[src/sv/keyword_lexer_unit_macros.svh]
// Assertion macros shared by the keyword lexer modules.
`ifndef KEYWORD_LEXER_UNIT_MACROS_SVH
`define KEYWORD_LEXER_UNIT_MACROS_SVH

// Check that cons holds in the same cycle as ante.
`define KLEX_ASSERT_SAME(label, clk, rst, ante, cons, msg) \
   label: assert property (@(posedge clk) disable iff (rst) (ante) |-> (cons)) \
      else $error(msg);

// Check that cons holds in the cycle after ante.
`define KLEX_ASSERT_NEXT(label, clk, rst, ante, cons, msg) \
   label: assert property (@(posedge clk) disable iff (rst) (ante) |=> (cons)) \
      else $error(msg);

`endif

[src/sv/klex_pkg.sv]
// Types, constants and helper functions of the keyword lexer.
package klex_pkg;

   localparam int NUMBER_WIDTH = 32;
   localparam int LINE_WIDTH   = 16;
   localparam int KW_COUNT     = 10;
   localparam int KW_MAX_LEN   = 6;
   localparam int KW_IDX_W     = 4;

   localparam logic [7:0] CHAR_TAB   = 8'h09;
   localparam logic [7:0] CHAR_LF    = 8'h0A;
   localparam logic [7:0] CHAR_CR    = 8'h0D;
   localparam logic [7:0] CHAR_SPACE = 8'h20;
   localparam logic [7:0] CHAR_ZERO  = 8'h30;
   localparam logic [7:0] CHAR_NINE  = 8'h39;
   localparam logic [7:0] CHAR_UP_A  = 8'h41;
   localparam logic [7:0] CHAR_UP_Z  = 8'h5A;
   localparam logic [7:0] CHAR_LO_A  = 8'h61;
   localparam logic [7:0] CHAR_LO_Z  = 8'h7A;
   localparam logic [7:0] WORD_LEN_MAX = 8'hFF;

   localparam logic [7:0] KW_TEXT [KW_COUNT][KW_MAX_LEN] = '{
      '{"f", "o", "r", 8'h00, 8'h00, 8'h00},
      '{"i", "n", "t", 8'h00, 8'h00, 8'h00},
      '{"f", "l", "o", "a", "t", 8'h00},
      '{"c", "h", "a", "r", 8'h00, 8'h00},
      '{"s", "t", "a", "t", "i", "c"},
      '{"b", "o", "o", "l", 8'h00, 8'h00},
      '{"c", "o", "n", "s", "t", 8'h00},
      '{"w", "h", "i", "l", "e", 8'h00},
      '{"d", "o", 8'h00, 8'h00, 8'h00, 8'h00},
      '{"a", "u", "t", "o", 8'h00, 8'h00}
   };
   localparam logic [7:0] KW_LEN [KW_COUNT] = '{
      8'd3, 8'd3, 8'd5, 8'd4, 8'd6, 8'd4, 8'd5, 8'd5, 8'd2, 8'd4
   };

   typedef enum logic [1:0] {
      KIND_KEYWORD = 2'd0,
      KIND_IDENT   = 2'd1,
      KIND_NUMBER  = 2'd2,
      KIND_SPECIAL = 2'd3
   } kind_type;

   typedef enum logic [1:0] {
      MODE_IDLE = 2'd0,
      MODE_NUM  = 2'd1,
      MODE_WORD = 2'd2
   } mode_type;

   typedef struct packed {
      logic [7:0] char_in;
      logic       last;
   } req_type;

   typedef struct packed {
      kind_type                  kind;
      logic [KW_IDX_W-1:0]       keyword_index;
      logic [NUMBER_WIDTH-1:0]   number_value;
      logic                      number_saturated;
      logic [7:0]                special_char;
      logic [7:0]                word_length;
      logic [LINE_WIDTH-1:0]     line_number;
      logic                      last_of_run;
   } rsp_type;

   typedef struct packed {
      logic    valid0;
      logic    valid1;
      rsp_type result0;
      rsp_type result1;
   } push_type;

   typedef struct packed {
      logic                hit;
      logic [KW_IDX_W-1:0] index;
   } match_type;

   typedef struct packed {
      logic [NUMBER_WIDTH-1:0] value;
      logic                    ovf;
   } accum_type;

   typedef logic [KW_MAX_LEN-1:0][7:0] prefix_type;

   function automatic match_type klex_match(input prefix_type chars, input logic [7:0] len);
      match_type m;
      logic      eq;
      m = '0;
      for (int k = KW_COUNT - 1; k >= 0; k--) begin
         eq = (len == KW_LEN[k]);
         for (int j = 0; j < KW_MAX_LEN; j++) begin
            if ((8'(j) < KW_LEN[k]) && (chars[j] != KW_TEXT[k][j])) eq = 1'b0;
         end
         if (eq) begin
            m.hit   = 1'b1;
            m.index = KW_IDX_W'(k);
         end
      end
      return m;
   endfunction

   function automatic accum_type klex_add_digit(input logic [NUMBER_WIDTH-1:0] acc,
                                                input logic [3:0] d);
      accum_type             r;
      logic [NUMBER_WIDTH+3:0] wide;
      wide = ({4'b0, acc} << 3) + ({4'b0, acc} << 1) + (NUMBER_WIDTH+4)'(d);
      r.ovf   = (wide[NUMBER_WIDTH+3:NUMBER_WIDTH] != 4'b0);
      r.value = r.ovf ? '1 : wide[NUMBER_WIDTH-1:0];
      return r;
   endfunction

   function automatic rsp_type klex_number_rsp(input logic [NUMBER_WIDTH-1:0] value,
                                               input logic sat,
                                               input logic [LINE_WIDTH-1:0] line);
      rsp_type r;
      r = '0;
      r.kind             = KIND_NUMBER;
      r.number_value     = value;
      r.number_saturated = sat;
      r.line_number      = line;
      return r;
   endfunction

   function automatic rsp_type klex_word_rsp(input prefix_type chars, input logic [7:0] len,
                                             input logic [LINE_WIDTH-1:0] line);
      rsp_type   r;
      match_type m;
      m = klex_match(chars, len);
      r = '0;
      r.kind          = m.hit ? KIND_KEYWORD : KIND_IDENT;
      r.keyword_index = m.hit ? m.index : '0;
      r.word_length   = len;
      r.line_number   = line;
      return r;
   endfunction

endpackage

[src/sv/keyword_lexer_unit.sv]
// Keyword lexer top level: byte stream in, token stream out.
//
// req channel carries one source byte (char_in) and a last flag per transfer.
// rsp channel carries one token per transfer: keyword, identifier, number
// (saturating) or special character, with the line count before the token.
// Bytes are taken at one per cycle while the result queue has room. A byte
// enters an input register, is classified in the following cycle and its zero,
// one or two tokens land in a four-entry result queue; the first token passes
// the input register and then the queue before it is offered on the result
// port. The result port gives one token per cycle while the receiver is ready,
// so a byte that makes two tokens needs two output transfers.
// The input register advances only while the queue has two free entries;
// when the receiver stalls, results are held in the queue and req_ready
// drops once the queue nears full. No token is lost or repeated.
// Reset empties the queue and the input register, closes any open token and
// clears the line count. A transfer with last set emits any open word or
// number after its own byte and starts the next byte with no open token.
module keyword_lexer_unit #(
   parameter int WORD_BUF_DEPTH = 8
) (
   input  logic              clock,
   input  logic              reset,
   input  logic              req_valid,
   output logic              req_ready,
   input  klex_pkg::req_type req_data,
   output logic              rsp_valid,
   input  logic              rsp_ready,
   output klex_pkg::rsp_type rsp_data
);

   klex_pkg::push_type push;
   logic               room;

   klex_scan #(
      .WORD_BUF_DEPTH(WORD_BUF_DEPTH)
   ) u_scan (
      .clock    (clock),
      .reset    (reset),
      .req_valid(req_valid),
      .req_ready(req_ready),
      .req_data (req_data),
      .room     (room),
      .push     (push)
   );

   klex_queue u_queue (
      .clock    (clock),
      .reset    (reset),
      .push     (push),
      .room     (room),
      .rsp_valid(rsp_valid),
      .rsp_ready(rsp_ready),
      .rsp_data (rsp_data)
   );

endmodule

[src/sv/klex_scan.sv]
// Input register, scanner state and token classification of the keyword lexer.
`include "keyword_lexer_unit_macros.svh"

module klex_scan #(
   parameter int WORD_BUF_DEPTH = 8
) (
   input  logic               clock,
   input  logic               reset,
   input  logic               req_valid,
   output logic               req_ready,
   input  klex_pkg::req_type  req_data,
   input  logic               room,
   output klex_pkg::push_type push
);

   localparam int IDX_W = $clog2(WORD_BUF_DEPTH);

   logic                                 in_valid_ff, in_valid_in;
   klex_pkg::req_type                    in_ff, in_in;
   klex_pkg::mode_type                   mode_ff, mode_in, mode_mid;
   logic [klex_pkg::NUMBER_WIDTH-1:0]    accum_ff, accum_in;
   logic                                 ovf_ff, ovf_in;
   logic [7:0]                           len_ff, len_in;
   logic [klex_pkg::LINE_WIDTH-1:0]      line_ff, line_in;
   logic [7:0]                           chars_ff [WORD_BUF_DEPTH];
   logic [7:0]                           chars_in [WORD_BUF_DEPTH];

   logic                    advance;
   logic [7:0]              c;
   logic                    is_digit, is_alpha, is_space, cont;
   logic                    close_v, special_v, flush_v, second_v;
   logic [7:0]              base_len, post_len;
   logic                    base_ovf;
   logic [klex_pkg::NUMBER_WIDTH-1:0] base_accum;
   klex_pkg::accum_type     added;
   logic [7:0]              post_chars [WORD_BUF_DEPTH];
   klex_pkg::prefix_type    old_prefix, post_prefix;
   klex_pkg::rsp_type       close_rsp, second_rsp;

   assign advance   = in_valid_ff && room;
   assign req_ready = !in_valid_ff || advance;

   always_comb begin
      c        = in_ff.char_in;
      is_digit = (c >= klex_pkg::CHAR_ZERO) && (c <= klex_pkg::CHAR_NINE);
      is_alpha = ((c >= klex_pkg::CHAR_UP_A) && (c <= klex_pkg::CHAR_UP_Z)) ||
                 ((c >= klex_pkg::CHAR_LO_A) && (c <= klex_pkg::CHAR_LO_Z));
      is_space = (c == klex_pkg::CHAR_SPACE) ||
                 ((c >= klex_pkg::CHAR_TAB) && (c <= klex_pkg::CHAR_CR));
      cont     = ((mode_ff == klex_pkg::MODE_NUM) && is_digit) ||
                 ((mode_ff == klex_pkg::MODE_WORD) && (is_alpha || is_digit));
      close_v  = (mode_ff != klex_pkg::MODE_IDLE) && !cont;

      if (cont) mode_mid = mode_ff;
      else if (is_digit) mode_mid = klex_pkg::MODE_NUM;
      else if (is_alpha) mode_mid = klex_pkg::MODE_WORD;
      else mode_mid = klex_pkg::MODE_IDLE;

      base_accum = cont ? accum_ff : '0;
      base_ovf   = cont ? ovf_ff : 1'b0;
      added      = klex_pkg::klex_add_digit(base_accum, 4'(c - klex_pkg::CHAR_ZERO));
      added.ovf  = added.ovf | base_ovf;

      base_len   = cont ? len_ff : 8'd0;
      post_len   = (base_len < klex_pkg::WORD_LEN_MAX) ? base_len + 8'd1 : base_len;
      post_chars = chars_ff;
      if (base_len < 8'(WORD_BUF_DEPTH)) post_chars[base_len[IDX_W-1:0]] = c;

      for (int j = 0; j < klex_pkg::KW_MAX_LEN; j++) begin
         old_prefix[j]  = chars_ff[j];
         post_prefix[j] = post_chars[j];
      end

      special_v = !cont && !is_digit && !is_alpha && !is_space;
      flush_v   = in_ff.last && (mode_mid != klex_pkg::MODE_IDLE);
      second_v  = special_v || flush_v;

      if (mode_ff == klex_pkg::MODE_NUM)
         close_rsp = klex_pkg::klex_number_rsp(accum_ff, ovf_ff, line_ff);
      else
         close_rsp = klex_pkg::klex_word_rsp(old_prefix, len_ff, line_ff);

      if (special_v) begin
         second_rsp              = '0;
         second_rsp.kind         = klex_pkg::KIND_SPECIAL;
         second_rsp.special_char = c;
         second_rsp.line_number  = line_ff;
      end else if (mode_mid == klex_pkg::MODE_NUM) begin
         second_rsp = klex_pkg::klex_number_rsp(added.value, added.ovf, line_ff);
      end else begin
         second_rsp = klex_pkg::klex_word_rsp(post_prefix, post_len, line_ff);
      end
      close_rsp.last_of_run  = !second_v;
      second_rsp.last_of_run = 1'b1;

      push.valid0  = advance && (close_v || second_v);
      push.valid1  = advance && close_v && second_v;
      push.result0 = close_v ? close_rsp : second_rsp;
      push.result1 = second_rsp;

      in_valid_in = req_ready ? req_valid : in_valid_ff;
      in_in       = (req_valid && req_ready) ? req_data : in_ff;
      mode_in     = mode_ff;
      accum_in    = accum_ff;
      ovf_in      = ovf_ff;
      len_in      = len_ff;
      line_in     = line_ff;
      chars_in    = chars_ff;
      if (advance) begin
         mode_in = in_ff.last ? klex_pkg::MODE_IDLE : mode_mid;
         if (mode_mid == klex_pkg::MODE_NUM) begin
            accum_in = added.value;
            ovf_in   = added.ovf;
         end
         if (mode_mid == klex_pkg::MODE_WORD) begin
            len_in   = post_len;
            chars_in = post_chars;
         end
         if (c == klex_pkg::CHAR_LF) line_in = line_ff + klex_pkg::LINE_WIDTH'(1);
      end
   end

   always_ff @(posedge clock) begin
      if (reset) begin
         in_valid_ff <= 1'b0;
         mode_ff     <= klex_pkg::MODE_IDLE;
         accum_ff    <= '0;
         ovf_ff      <= 1'b0;
         len_ff      <= 8'd0;
         line_ff     <= '0;
      end else begin
         in_valid_ff <= in_valid_in;
         mode_ff     <= mode_in;
         accum_ff    <= accum_in;
         ovf_ff      <= ovf_in;
         len_ff      <= len_in;
         line_ff     <= line_in;
      end
   end

   always_ff @(posedge clock) begin
      in_ff    <= in_in;
      chars_ff <= chars_in;
   end

   `KLEX_ASSERT_SAME(a_pair_compact, clock, reset, push.valid1, push.valid0, "second result without first")
   `KLEX_ASSERT_SAME(a_push_needs_room, clock, reset, push.valid0, room && in_valid_ff, "push without room")
   `KLEX_ASSERT_SAME(a_keyword_index, clock, reset, push.valid0 && (push.result0.kind == klex_pkg::KIND_KEYWORD), push.result0.keyword_index <= klex_pkg::KW_IDX_W'(klex_pkg::KW_COUNT - 1), "keyword index out of table")

endmodule

[src/sv/klex_queue.sv]
// Result queue of the keyword lexer: takes up to two results a cycle, gives one while the receiver is ready.
`include "keyword_lexer_unit_macros.svh"

module klex_queue (
   input  logic               clock,
   input  logic               reset,
   input  klex_pkg::push_type push,
   output logic               room,
   output logic               rsp_valid,
   input  logic               rsp_ready,
   output klex_pkg::rsp_type  rsp_data
);

   localparam int DEPTH = 4;
   localparam int PTR_W = $clog2(DEPTH);
   localparam int CNT_W = $clog2(DEPTH + 1);

   klex_pkg::rsp_type  q_ff [DEPTH];
   logic [PTR_W-1:0]   wr_ff, wr_in, rd_ff, rd_in;
   logic [CNT_W-1:0]   count_ff, count_in;
   logic [1:0]         n_push;
   logic               pop;

   assign room      = (count_ff <= CNT_W'(DEPTH - 2));
   assign rsp_valid = (count_ff != '0);
   assign rsp_data  = q_ff[rd_ff];
   assign pop       = rsp_valid && rsp_ready;
   assign n_push    = {1'b0, push.valid0} + {1'b0, push.valid1};

   always_comb begin
      wr_in    = wr_ff + PTR_W'(n_push);
      rd_in    = rd_ff + PTR_W'(pop);
      count_in = count_ff + CNT_W'(n_push) - CNT_W'(pop);
   end

   always_ff @(posedge clock) begin
      if (reset) begin
         wr_ff    <= '0;
         rd_ff    <= '0;
         count_ff <= '0;
      end else begin
         wr_ff    <= wr_in;
         rd_ff    <= rd_in;
         count_ff <= count_in;
      end
   end

   always_ff @(posedge clock) begin
      if (push.valid0) q_ff[wr_ff] <= push.result0;
      if (push.valid1) q_ff[wr_ff + PTR_W'(1)] <= push.result1;
   end

   `KLEX_ASSERT_SAME(a_count_bound, clock, reset, 1'b1, count_ff <= CNT_W'(DEPTH), "queue count above depth")
   `KLEX_ASSERT_NEXT(a_push_shows, clock, reset, push.valid0, rsp_valid, "pushed result not visible")
   `KLEX_ASSERT_NEXT(a_count_track, clock, reset, !push.valid0 && !pop, count_ff == $past(count_ff), "count moved while idle")

endmodule
[config.mk]
export PLATFORM = sky130hd
export DESIGN_NAME = keyword_lexer_unit
export DESIGN_NICKNAME = d
export VERILOG_FILES = /design/src/sv/klex_pkg.sv /design/src/sv/keyword_lexer_unit.sv /design/src/sv/klex_scan.sv /design/src/sv/klex_queue.sv
export VERILOG_INCLUDE_DIRS = /design/src /design/src/sv
export SDC_FILE = /design/constraint.sdc
export NUM_CORES = 1
export LEC_CHECK = 0
export BUFFER_PORTS_ARGS = -buffer_cell sky130_fd_sc_hd__buf_2
export CORE_MARGIN = 1
export CORE_UTILIZATION = 57
export CTS_CLUSTER_DIAMETER = 120
export DETAILED_ROUTE_END_ITERATION = 12
export HOLD_SLACK_MARGIN = 0.05
export PLACE_DENSITY = 0.77
export SKIP_LAST_GASP = 1
export SYNTH_ARGS = -nofsm -noshare
export SYNTH_HDL_FRONTEND = slang
export SYNTH_SLANG_ARGS = --single-unit
[constraint.sdc]
create_clock -name clock -period 5 [get_ports clock]
set_clock_uncertainty 0.1 [all_clocks]
set_input_delay 0.5 -clock clock [delete_from_list [all_inputs] [get_ports clock]]
set_output_delay 0.5 -clock clock [all_outputs]
set_load 0.01 [all_outputs]
# ---- Word level (Yosys, flattened, before mapping)
# Memory sizes are Yosys's and may differ from the RTL's. A register that Yosys moved wholly into a read port is not among the register bits.
# Cells that the tools add are included.
dict set report totals {
  ff_bits 140
  ram_bits 288
  inputBits 13
  out_inout_bits 74
  word_cells 322
  memories 1
}
# name depth width rd rd_ports_with_merged_regs write_ports line
set memory_table {}
lappend memory_table {u_queue.q_ff 4 72 1 1 2 klex_queue.sv:18} ;# klex_pkg::rsp_type q_ff [DEPTH];
dict set report op_classes {
  addsub 11
  order_cmp 13
  eq_ne 76
  mux 161
  bitwise 2
  reduce_logical 39
}
# operator count
set op_table {}
lappend op_table {{!= test 8 x 7 -> 1 bit, second input constant} 60}
lappend op_table {{2-to-1 mux 72 bit} 4}
lappend op_table {{2-to-1 mux 1 bit} 119}
lappend op_table {{2-to-1 mux 5 bit} 23}
lappend op_table {{bitwise mux 64 bit} 1}
lappend op_table {{2-to-1 mux 32 bit} 2}
lappend op_table {{2-to-1 mux 64 bit} 1}
lappend op_table {{equality test 8 x 3 -> 1 bit, second input constant} 6}
lappend op_table {{adder 35 x 33 -> 36 bit} 1}
lappend op_table {{adder 36 x 4 -> 36 bit} 1}
lappend op_table {{equality test 8 x 2 -> 1 bit, second input constant} 4}
lappend op_table {{demux 8 bit (select 3 bit)} 1}
lappend op_table {{2-to-1 mux 8 bit} 3}
lappend op_table {{logical AND 1 bit} 18}
lappend op_table {{adder 16 x 1 -> 16 bit, second input constant} 1}
lappend op_table {{greater-or-equal comparator 8 x 7 -> 1 bit, second input constant} 2}
lappend op_table {{<= comparator 8 x 7 -> 1 bit, second input constant} 2}
lappend op_table {{2-to-1 mux 2 bit} 5}
lappend op_table {{adder 8 x 1 -> 8 bit, second input constant} 1}
lappend op_table {{equality test 8 x 4 -> 1 bit, second input constant} 1}
lappend op_table {{equality test 8 x 6 -> 1 bit, second input constant} 1}
lappend op_table {{greater-or-equal comparator 8 x 4 -> 1 bit, second input constant} 1}
lappend op_table {{greater-or-equal comparator 8 x 6 -> 1 bit, second input constant} 1}
lappend op_table {{<= comparator 8 x 4 -> 1 bit, second input constant} 1}
lappend op_table {{other kinds (25)} 42}

# ---- Longest topological paths before layout
# Gate-level depths: netlist of run 1.
dict set report depth {
  ltp_word 37
  ltp_mapped 22
  mapped_depth_nobuf 17
}

# ---- Modules after synthesis
# From an unflattened synthesis of run 1, not the netlist that was laid out.
dict set report unflattened {
  cells_unflattened 1993
  area_unflattened_um2 24420.9
}
# mod instances cells_each area_per_inst_um2 seq_area_each_um2
set modules_own_cells {}
lappend modules_own_cells {klex_queue 1 740 14631.5 8788.4}
lappend modules_own_cells {klex_scan 1 1253 9789.4 2912.8}

# ---- Least setup slack after synthesis of run 1
# No wires, ideal clock.
dict set report synth_timing {
  path_kind {flip-flop to flip-flop}
  start {reg u_scan.in_ff, in the netlist u_scan.c[1]}
  end {mem u_queue.q_ff[0][65] (netlist bit), data pin}
  setup_time_ns 0.257
  t_arrival_ns 5.022
  t_required_ns 4.643
  slack_ns -0.379
  path_stages_with_launch 22
  path_buffers 5
  period_less_slack_ns 5.379
  path_cell_list {edfxtp_1 buf_2 o21a_1 or3_1 buf_6 nand2_2 clkbuf_1 clkbuf_1 and2_1 fa_1 fa_1 a21oi_1 o211ai_1 o211ai_1 a21oi_1 o211ai_1 a21oi_1 xor2_1 buf_1 a2111oi_0 nand2_1 a32o_1}
}
# element line
set synth_rtl {}
lappend synth_rtl {{start, declared} klex_scan.sv:19} ;# klex_pkg::req_type in_ff, in_in;
lappend synth_rtl {{start signal, assigned} klex_scan.sv:142} ;# in_ff <= in_in;
lappend synth_rtl {{end, declared} klex_queue.sv:18}

==> reports/results.ini, run 1 <==
[pwr]
p_switching_mw=2.35
swShare=0.267
pwr-share-seq=0.462
leakagePower_nw=9.07
p_int_mw=6.46
ir_drop_mv=0.251
pwr-share-comb=0.168
clock_power_share=0.369
pwr_density_cell_nw_per_um2=341

[detailed_routing]
vias_per_cell=6.71
routed_wl_um=62700
dr.pass1.iters=6
drc=0
vias=17100
dr.first_iter.drc_count=1849
antenna_left=0
wire_per_inst_um=24.7

[sta]
finalHoldViolations=0
slew_violations=0
setup_violations=17
relSlewSlack=0.171
max_slew.worst_pin.slew_ns=1.24
timing.final.ws_setup_ns=-0.0151
fmaxAchievable_mhz=199
min_period_over_period=1.00
period_minus_slack_ns=5.02
fin_setup_tns_ns=-0.104
rsz0062_at_grt=yes

[clock_network]
path_clk_slew_ns=0.06
root_buffer=clkbuf_16
cts_buffers=43
cts_max_level=2
cts_tree=built
clockBufferDepth=3
cts_sinks=412
insertion_delay_ns=0.59

[global_routing]
grt_overflow_total=0
grt_util_met2=0.491
grt_max_degree=114
grt_pass1_vias=16600
grt_pass1_wl_um=96400
top_usage_layer=met2
antenna_found_initial=1
globalRouteMet3Util=0.0552
gr-usage-met1=0.432
grt.total_usage=0.308

[worst_setup_path]
r2r_end=u_queue.q_ff[3][56]
worstSetupPathType=reg2reg
rrSetupSlack_ns=-0.02
worstPathMaxFanout=29
worstRegToRegCells=19
worst_path_max_delay_cell=edfxtp_1
path_depth=19
arrival_ns=5.24
crit_buf_inv=3
cp_slowest_stage_delay_ns=0.45
path_cells=or3_4, o221ai_4, nand2_4, buf_12, and2_1, ha_1, ha_4, o21a_1, o21a_1, o211ai_1, a21oi_2, o211ai_1, nand2_1, a211o_1, mux2i_4, buf_4, clkbuf_16, nand3_2, a32o_1
crit_family=compound AO/OA/AOI/OAI gates
rr_startpoint=u_scan.c[1]
crit_path_end_kind=flip-flop
crit_required_ns=5.22
critPathLaunch=u_scan.c[1]
worstSetupStartpointType=flip-flop
timing.critical_path.to=u_queue.q_ff[3][56]

[cells_and_area]
areaGrowthSynthToFinish_pct=14.9
nets=2078
drive_above_1_share=0.226
post-route-util=0.666

[synth]
synth_area_per_cell_sq_um=11.9
synthTopCellsByCount=edfxtp_1, nor2_1, a32o_1, nand2_1, clkbuf_1
synth_cell_types=89
ys_ff_latch=412
synth.top_cell.area_share=0.455
synth-main-ff-cell=edfxtp_1
synth-seq-area-share=0.518
yosysMostFrequentCell=edfxtp_1
syn-num-nets=1979
yosysTopAreaCell=edfxtp_1
synth-edff-count=341
synthCells=1890
ys_top_cells_by_area=edfxtp_1, mux4_2, dfxtp_1
yosys_warnings=0
async_reset_ff_frac=0
synth_area_sq_um=22500

[run_status]
status=finished, violations left
violations=setup timing

[floorplanning]
start_util=0.579
die-area_sq_um=40300
io_pins=87
num_rows=72
die_y_um=201
core_sq_um=38800
dieWidth_um=201

[hold_path]
min_path_type=in2reg

[run]
cap_violations=0

[placement]
dpl.hpwl_um=40600
io_buffers=86
gp_congestion=0.947

-- kinds of logic (layout without fill, tap and decap cells) --
group                      count (synthesis)  in the layout  synth area share
and+or+nand+nor                          614            614             0.143
adders and majority gates                 76             76            0.0433
AOI/OAI and AO/OA                        433            433             0.142
DFF                                      412            412             0.518
buffers and inverters                    168            301            0.0299
muxes                                    137            137             0.103
xor gates and xnor gates                  50             50            0.0195
other                                      0              1                 0
-- metrics by stage --
stage | instances | area (sq um) | total power, mW | hold WS (ns) | setup WS (ns)
2_1_floorplan | 1890 | 22600 | 5.04 | 0.332 | 0.0135
4_1_cts | 2526 | 25300 | 8.85 | 0.120 | -0.0453
5_1_grt | 2541 | 25800 | 9.08 | 0.167 | -0.168
3_5_place_dp | 2436 | 23700 | 5.62 | 0.354 | -0.149
6_report | 2542 | 25900 | 8.81 | 0.150 | -0.0151
3_3_place_gp | 2436 | 23700 | 5.59 | 0.342 | 0.0901
-- per-layer routing --
layer / routed length, um / vias to the layer above / share of wire
met5: 0 / - / 0
met4: 1590 / 0 / 0.025
met3: 5820 / 120 / 0.093
met2: 29500 / 920 / 0.47
met1: 25800 / 8436 / 0.41
li1: - / 7584 / -
-- state kept, by name, indices dropped and copies added (netlist names) --
name,cells
u_queue.q_ff,288
u_scan.chars_ff,48
u_scan.line_ff,16
u_queue.wr_ff,2
u_queue.rd_ff,2
u_queue.count_ff,3
u_scan.ovf_ff,1
u_scan.c,8
u_scan.len_ff,8
u_scan.in_valid_ff,1
u_scan.in_ff,1
u_scan.accum_ff,32
u_scan.mode_ff,2
-- cells in the final DEF, fill, tap and decap left out, types with 23 or more instances in the layout --
cell type	synthesis	final
edfxtp_1	341	341
inv_1	37	35
buf_4	0	75
xnor2_1	24	23
buf_2	21	86
dfxtp_1	71	69
nor3_1	34	30
nand3_1	61	42
mux4_2	72	72
nor2b_1	29	29
nand2_1	110	103
clkbuf_16	0	44
nor2_1	155	153
a31oi_1	32	32
mux2_2	42	41
a32o_1	113	112
xor2_1	26	26
o21ai_0	68	67
o22ai_1	49	49
and2_1	92	91
ha_1	73	66
a21oi_1	61	52
-- worst register-to-register path, delay by kind of cell (launching register included) --
kind | cells | cell delay (ns)
and+or+nand+nor | 5 | 0.96
muxes | 1 | 0.28
AOI/OAI and AO/OA | 8 | 1.88
buffers and inverters | 3 | 0.50
DFF | 1 | 0.45
adders and majority gates | 2 | 0.61
-- power by group through the flow --
stage / sequential (mW) / clock (mW) / combinational (mW)
after CTS: 4.08 / 3.29 / 1.48
after global routing: 4.10 / 3.42 / 1.57
after floorplan: 4.00 / 0 / 1.04
after detailed placement: 4.15 / 0 / 1.47
after global placement: 4.14 / 0 / 1.45
final: 4.08 / 3.26 / 1.48
-- repair_timing --
action	CTS	global route
endpoints found under the setup margin	106	167
hold buffers	9	0
buffers inserted	1	14
gates cloned	1	1
gates resized for setup	12	81
pin swaps	3	64
endpoints found under the hold margin	9	0
-- final cells by class --
class,count,area [sq um]
diodes,1,2.50
flip-flops and latches,412,11700
repair buffers,184,1330
well taps,518,648
fillers,2844,13000
multi-input cells,1310,10600
clock buffers,60,1190
clock inverters,19,238
inverters,38,144
-- worst min path at each step --
| stage | slack (ns) | to | depth (start not counted) | start |
|---|---|---|---|---|
| after global placement | 0.34 | u_queue.q_ff[3][0] | 1 | u_queue.q_ff[3][0] |
| final | 0.15 | u_scan.in_valid_ff | 3 | req_valid |
| after global routing | 0.17 | u_scan.in_valid_ff | 3 | req_valid |
| after floorplan | 0.33 | u_scan.ovf_ff | 2 | u_scan.ovf_ff |
| after detailed placement | 0.35 | u_queue.q_ff[3][0] | 1 | u_queue.q_ff[3][0] |
| after CTS | 0.12 | u_scan.in_valid_ff | 3 | req_valid |
(Power assumes the default switching activity.)
==> run 2, diff against run 1 <==
- CORE_UTILIZATION: 57 -> 63
- PLACE_DENSITY: 0.77 -> 0.81
- clock period: 5 -> 5.1 ns (I/O delays scaled with it)
==> reports/results.ini, run 2 (synthesis results as in run 1) <==
[floorplanning]
core_sq_um=34800
dieWidth_um=191
start_util=0.646
die_y_um=191
die-area_sq_um=36500
io_pins=87
num_rows=68

[cells_and_area]
drive_above_1_share=0.211
areaGrowthSynthToFinish_pct=13.1
layout_commonest_cell=edfxtp_1
largest_reg_flops=288
final_cell_mix=edfxtp_1, nor2_1, a32o_1, nand2_1, and2_1
fill_cells=2239
regMostFlops=u_queue.q_ff
nets=2070
reg_top3=u_queue.q_ff x288, u_scan.chars_ff x48, u_scan.accum_ff x32

[detailed_routing]
vias=17300
wire_per_inst_um=25.2
antenna_left=0
routed_wl_um=62200
vias_per_cell=6.99
dr.pass1.iters=6
dr.first_iter.drc_count=2095
drc=0

[sta]
min_period_over_period=0.986
rsz0062_at_grt=yes
fmaxAchievable_mhz=199
period_minus_slack_ns=5.03
timing.final.ws_setup_ns=0.0722
fin_setup_tns_ns=0
finalHoldViolations=0
setup_violations=0
relSlewSlack=0.176
slew_violations=0
max_slew.worst_pin.slew_ns=1.24

[pwr]
p_total_mw=8.56
swShare=0.266
pwr_density_cell_nw_per_um2=336
p_switching_mw=2.28
ir_drop_mv=0.330
pwr-share-comb=0.172
leakagePower_nw=8.92
pwr-share-seq=0.465
clock_power_share=0.363
p_int_mw=6.28

[clock_network]
root_buffer=clkbuf_16
cts_max_level=2
insertion_delay_ns=0.58
clockBufferDepth=3
path_clk_slew_ns=0.06
cts_tree=built
cts_sinks=412
cts_buffers=43

[worst_setup_path]
arrival_ns=5.25
worstPathMaxFanout=19
rr_startpoint=u_scan.c[1]
crit_path_end_kind=flip-flop
worstSetupPathType=reg2reg
worstSetupStartpointType=flip-flop
crit_required_ns=5.32
critPathLaunch=u_scan.c[1]

[hold_path]
min_path_type=in2reg
worstHoldStart=req_valid

[run_status]
status=finished clean

[global_routing]
antenna_found_initial=0
grt_max_degree=114
grt_pass1_vias=16800
grt_overflow_total=0
grt_pass1_wl_um=95100
grt.total_usage=0.343

[placement]
dpl.hpwl_um=39900
gp_congestion=0.969
io_buffers=86
dpl_worst_slack_ns=-0.0137

[run]
cap_violations=0

## run 2: per-stage QoR
step / hold slack, ns / util / cells / area, sq um
global route: 0.132 / 0.731 / 2469 / 25400
global placement: 0.343 / 0.682 / 2375 / 23700
floorplan: 0.332 / - / 1890 / 22500
CTS: 0.111 / 0.724 / 2462 / 25200
detailed placement: 0.354 / 0.682 / 2375 / 23700
finish: 0.126 / 0.731 / 2470 / 25400
## run 2: worst max-delay path, stage by stage (launching register included)
cell,delay (ns)
edfxtp_1,0.46
or3_4,0.43
o221ai_4,0.22
nand2_2,0.12
buf_6,0.18
and2_1,0.20
ha_1,0.30
ha_1,0.36
a21o_1,0.17
a21o_1,0.18
a21oi_1,0.29
a21oi_2,0.13
o211ai_1,0.28
nand2_1,0.11
a211o_1,0.35
mux2i_4,0.22
buf_12,0.20
nand3_1,0.17
a32o_1,0.28
## run 2: power groups by stage
stage | logic (mW) | clock network [mW] | registers, mW
2_1_floorplan | 1.02 | 0 | 3.92
3_3_place_gp | 1.44 | 0 | 4.04
3_5_place_dp | 1.46 | 0 | 4.05
4_1_cts | 1.47 | 3.14 | 3.98
5_1_grt | 1.57 | 3.24 | 4.00
6_report | 1.48 | 3.11 | 3.98
## run 2: metal layers
metal  vias to the layer above  global-route usage  routed length, um
met5                         -                   0                  0
met4                         0               0.131               1850
met3                       134              0.0538               6600
met2                      1093               0.536              28900
met1                      8467               0.483              24900
li1                       7565                   -                  -
## run 2: path summary, 6_finish.rpt
check / end / slack [ns] / depth (start not counted)
worst min register to register: u_queue.q_ff[1][0] / 0.37 / 1
worst min-delay path: u_scan.in_valid_ff / 0.13 / 3
worst max register to register: u_queue.q_ff[2][51] / 0.07 / 18
worst max-delay path: u_queue.q_ff[2][51] / 0.07 / 18
## run 2: cell type report
class	instances	area (sq um)	share of cell area
clock inverter	17	156	0.00615
timing repair buffer	176	1250	0.0491
inverter	38	143	0.00561
sequential	412	11700	0.459
antenna	1	2.50	0.0000984
tap	455	569	0.0224
multi-input combinational	1310	10400	0.409
clock buffer	61	1230	0.0485
## run 2: timing repair
| action | 4_1_cts | 5_1_grt |
|---|---|---|
| endpoints found under the setup margin | 32 | 155 |
| pin swaps | 0 | 5 |
| buffers inserted | 0 | 7 |
| endpoints found under the hold margin | 9 | 0 |
| hold buffers | 9 | 0 |
| gates resized for setup | 2 | 36 |
==> run 3, diff against run 2 <==
- ABC_AREA: default -> 1
- SETUP_SLACK_MARGIN: default -> 0.05
==> reports/results.ini, run 3 <==
[floorplanning]
dieWidth_um=198
die-area_sq_um=39000
die_y_um=198
num_rows=71
core_sq_um=37700
start_util=0.640
io_pins=87

[detailed_routing]
drc=0
met3_length_um=9600
wire_per_inst_um=20.6
antenna_left=0
dr.pass1.iters=6
routed_wl_um=75100
dr_wl_met2_um=33300
top_layer_used=met4
vias_per_cell=6.13
dr.first_iter.drc_count=2633
vias=22400
met1_length_um=29400

[sta]
relSlewSlack=0.238
min_period_over_period=0.970
fmaxAchievable_mhz=202
timing.final.ws_setup_ns=0.155
max_slew.worst_pin.slew_ns=1.14
setup_violations=0
slew_violations=0
rsz0062_at_grt=yes
period_minus_slack_ns=4.95
hold_ws_ns=0.125
finalHoldViolations=0

[synth]
yosysMostFrequentCell=nand2_1
synth_area_per_cell_sq_um=7.93
yosys_warnings=0
synth-main-ff-cell=edfxtp_1
synthCells=3040
yosysTopAreaCell=edfxtp_1
ys_ff_latch=412
synth.top_cell.area_share=0.425
async_reset_ff_frac=0
syn-num-nets=3129
synth_area_sq_um=24100
synth-edff-count=341
synth-seq-area-share=0.484
ys_top_cells_by_area=edfxtp_1, nand2_1, nor2_1
synthTopCellsByCount=nand2_1, nor2_1, edfxtp_1, inv_1, o21ai_0
synth_cell_types=57

[placement]
dpl_worst_slack_ns=0.0729
dpl.hpwl_um=49700
gp_congestion=0.999
dp_cells=3555
io_buffers=86

[cells_and_area]
layout_commonest_cell=nand2_1
layoutNonFillerInstCount=3653
antenna_cells=0
largest_reg_flops=288
areaGrowthSynthToFinish_pct=11.8
drive_above_1_share=0.111
reg_top3=u_queue.q_ff x288, u_scan.chars_ff x48, u_scan.accum_ff x32
nets=3196
regMostFlops=u_queue.q_ff
final_cell_mix=nand2_1, nor2_1, edfxtp_1, inv_1, o21ai_0

[pwr]
pwr_density_cell_nw_per_um2=340
leakagePower_nw=11.3
ir_drop_mv=0.253
p_total_mw=9.16

[clock_network]
cts_sinks=412
root_buffer=clkbuf_16
cts_tree=built
insertion_delay_ns=0.59
cts_max_level=2
clockBufferDepth=3
cts_buffers=44
path_clk_slew_ns=0.06

[worst_setup_path]
crit_path_end_kind=flip-flop
worstPathMaxFanout=14
worstSetupPathType=reg2reg
worstSetupStartpointType=flip-flop
crit_required_ns=5.33
rrSetupSlack_ns=0.15
arrival_ns=5.18

[global_routing]
grt_pass1_wl_um=116000
grt_pass1_vias=21000
grt.total_usage=0.386
grt_overflow_total=0
antenna_found_initial=0
grt_max_degree=89

[run_status]
status=finished clean

[hold_path]
min_path_type=in2reg

[run]
cap_violations=0

==> run 3: routing by layer <==
layer  track usage  vias up
met5             0        -
met4         0.156        0
met3        0.0977      218
met2         0.600     1396
met1         0.517    10400
li1              -    10300
==> run 3: logic make-up (layout without fill, tap and decap cells) <==
kind of cell             after synthesis  in the layout  synth area share
AO/OA/AOI/OAI                        472            472             0.107
XOR/XNOR                              37             37            0.0138
AND/OR/NAND/NOR                     1594           1594             0.281
buffers and inverters                449            551            0.0745
flip-flops                           412            412             0.484
adder cells (fa/ha/maj)               76             76            0.0404
==> run 3: final timing paths <==
kind | to | cells after the start | from
worst max register to register | u_queue.q_ff[0][53] | 27 | u_scan.c[2]
worst min-delay path | u_scan.in_valid_ff | 3 | req_valid
worst min register to register | u_queue.q_ff[2][0] | 2 | u_queue.q_ff[2][0]
worst max-delay path | u_queue.q_ff[0][53] | 27 | u_scan.c[2]
==> run 3: repair_timing <==
item,CTS,global route
setup endpoints to repair,0,151
endpoints found under the hold margin,9,0
setup buffers,0,7
hold buffers,9,0
gates resized for setup,0,38
==> run 3: layout make-up <==
cell class / count / area, sq um
Inverter: 298 / 1120
Sequential cell: 412 / 11700
Multi-Input combinational cell: 2179 / 10900
Clock inverter: 20 / 249
Clock buffer: 61 / 1250
Fill cell: 2944 / 10700
Timing Repair Buffer: 172 / 1160
Tap cell: 511 / 639
==> run 3: stage by stage <==
stage	setup TNS, ns	utilization	area, sq um
CTS	0	0.710	26700
global route	-1.06	0.715	26900
floorplan	0	-	24100
global placement	0	0.667	25100
finish	0	0.715	26900
detailed placement	0	0.667	25100
==> run 3: critical path, cell delays in order, from the launching register on <==
cell	delay, ns
edfxtp_1	0.51
o21ai_2	0.20
nand2_1	0.13
nand2_2	0.12
nand2_4	0.10
buf_8	0.17
nor2_1	0.18
ha_1	0.27
ha_1	0.35
nand2_1	0.12
nor2_2	0.18
nand4_1	0.13
o21ai_2	0.17
a21o_1	0.18
nand2_1	0.06
nand2_1	0.12
a21o_1	0.18
nand2_1	0.08
nand2_1	0.06
nand2_1	0.09
a21oi_4	0.22
buf_4	0.19
clkbuf_16	0.18
nand4_1	0.15
nand3_1	0.11
nand2_1	0.13
nand2_1	0.10
nand2_1	0.08
==> run 3: where the power goes <==
part | internal, mW | leakage (nW) | switching [mW]
sequential | 3.79 | 3.49 | 0.144
clock | 1.98 | 0.743 | 1.37
combinational | 0.559 | 7.07 | 1.31
total | 6.33 | 11.3 | 2.82
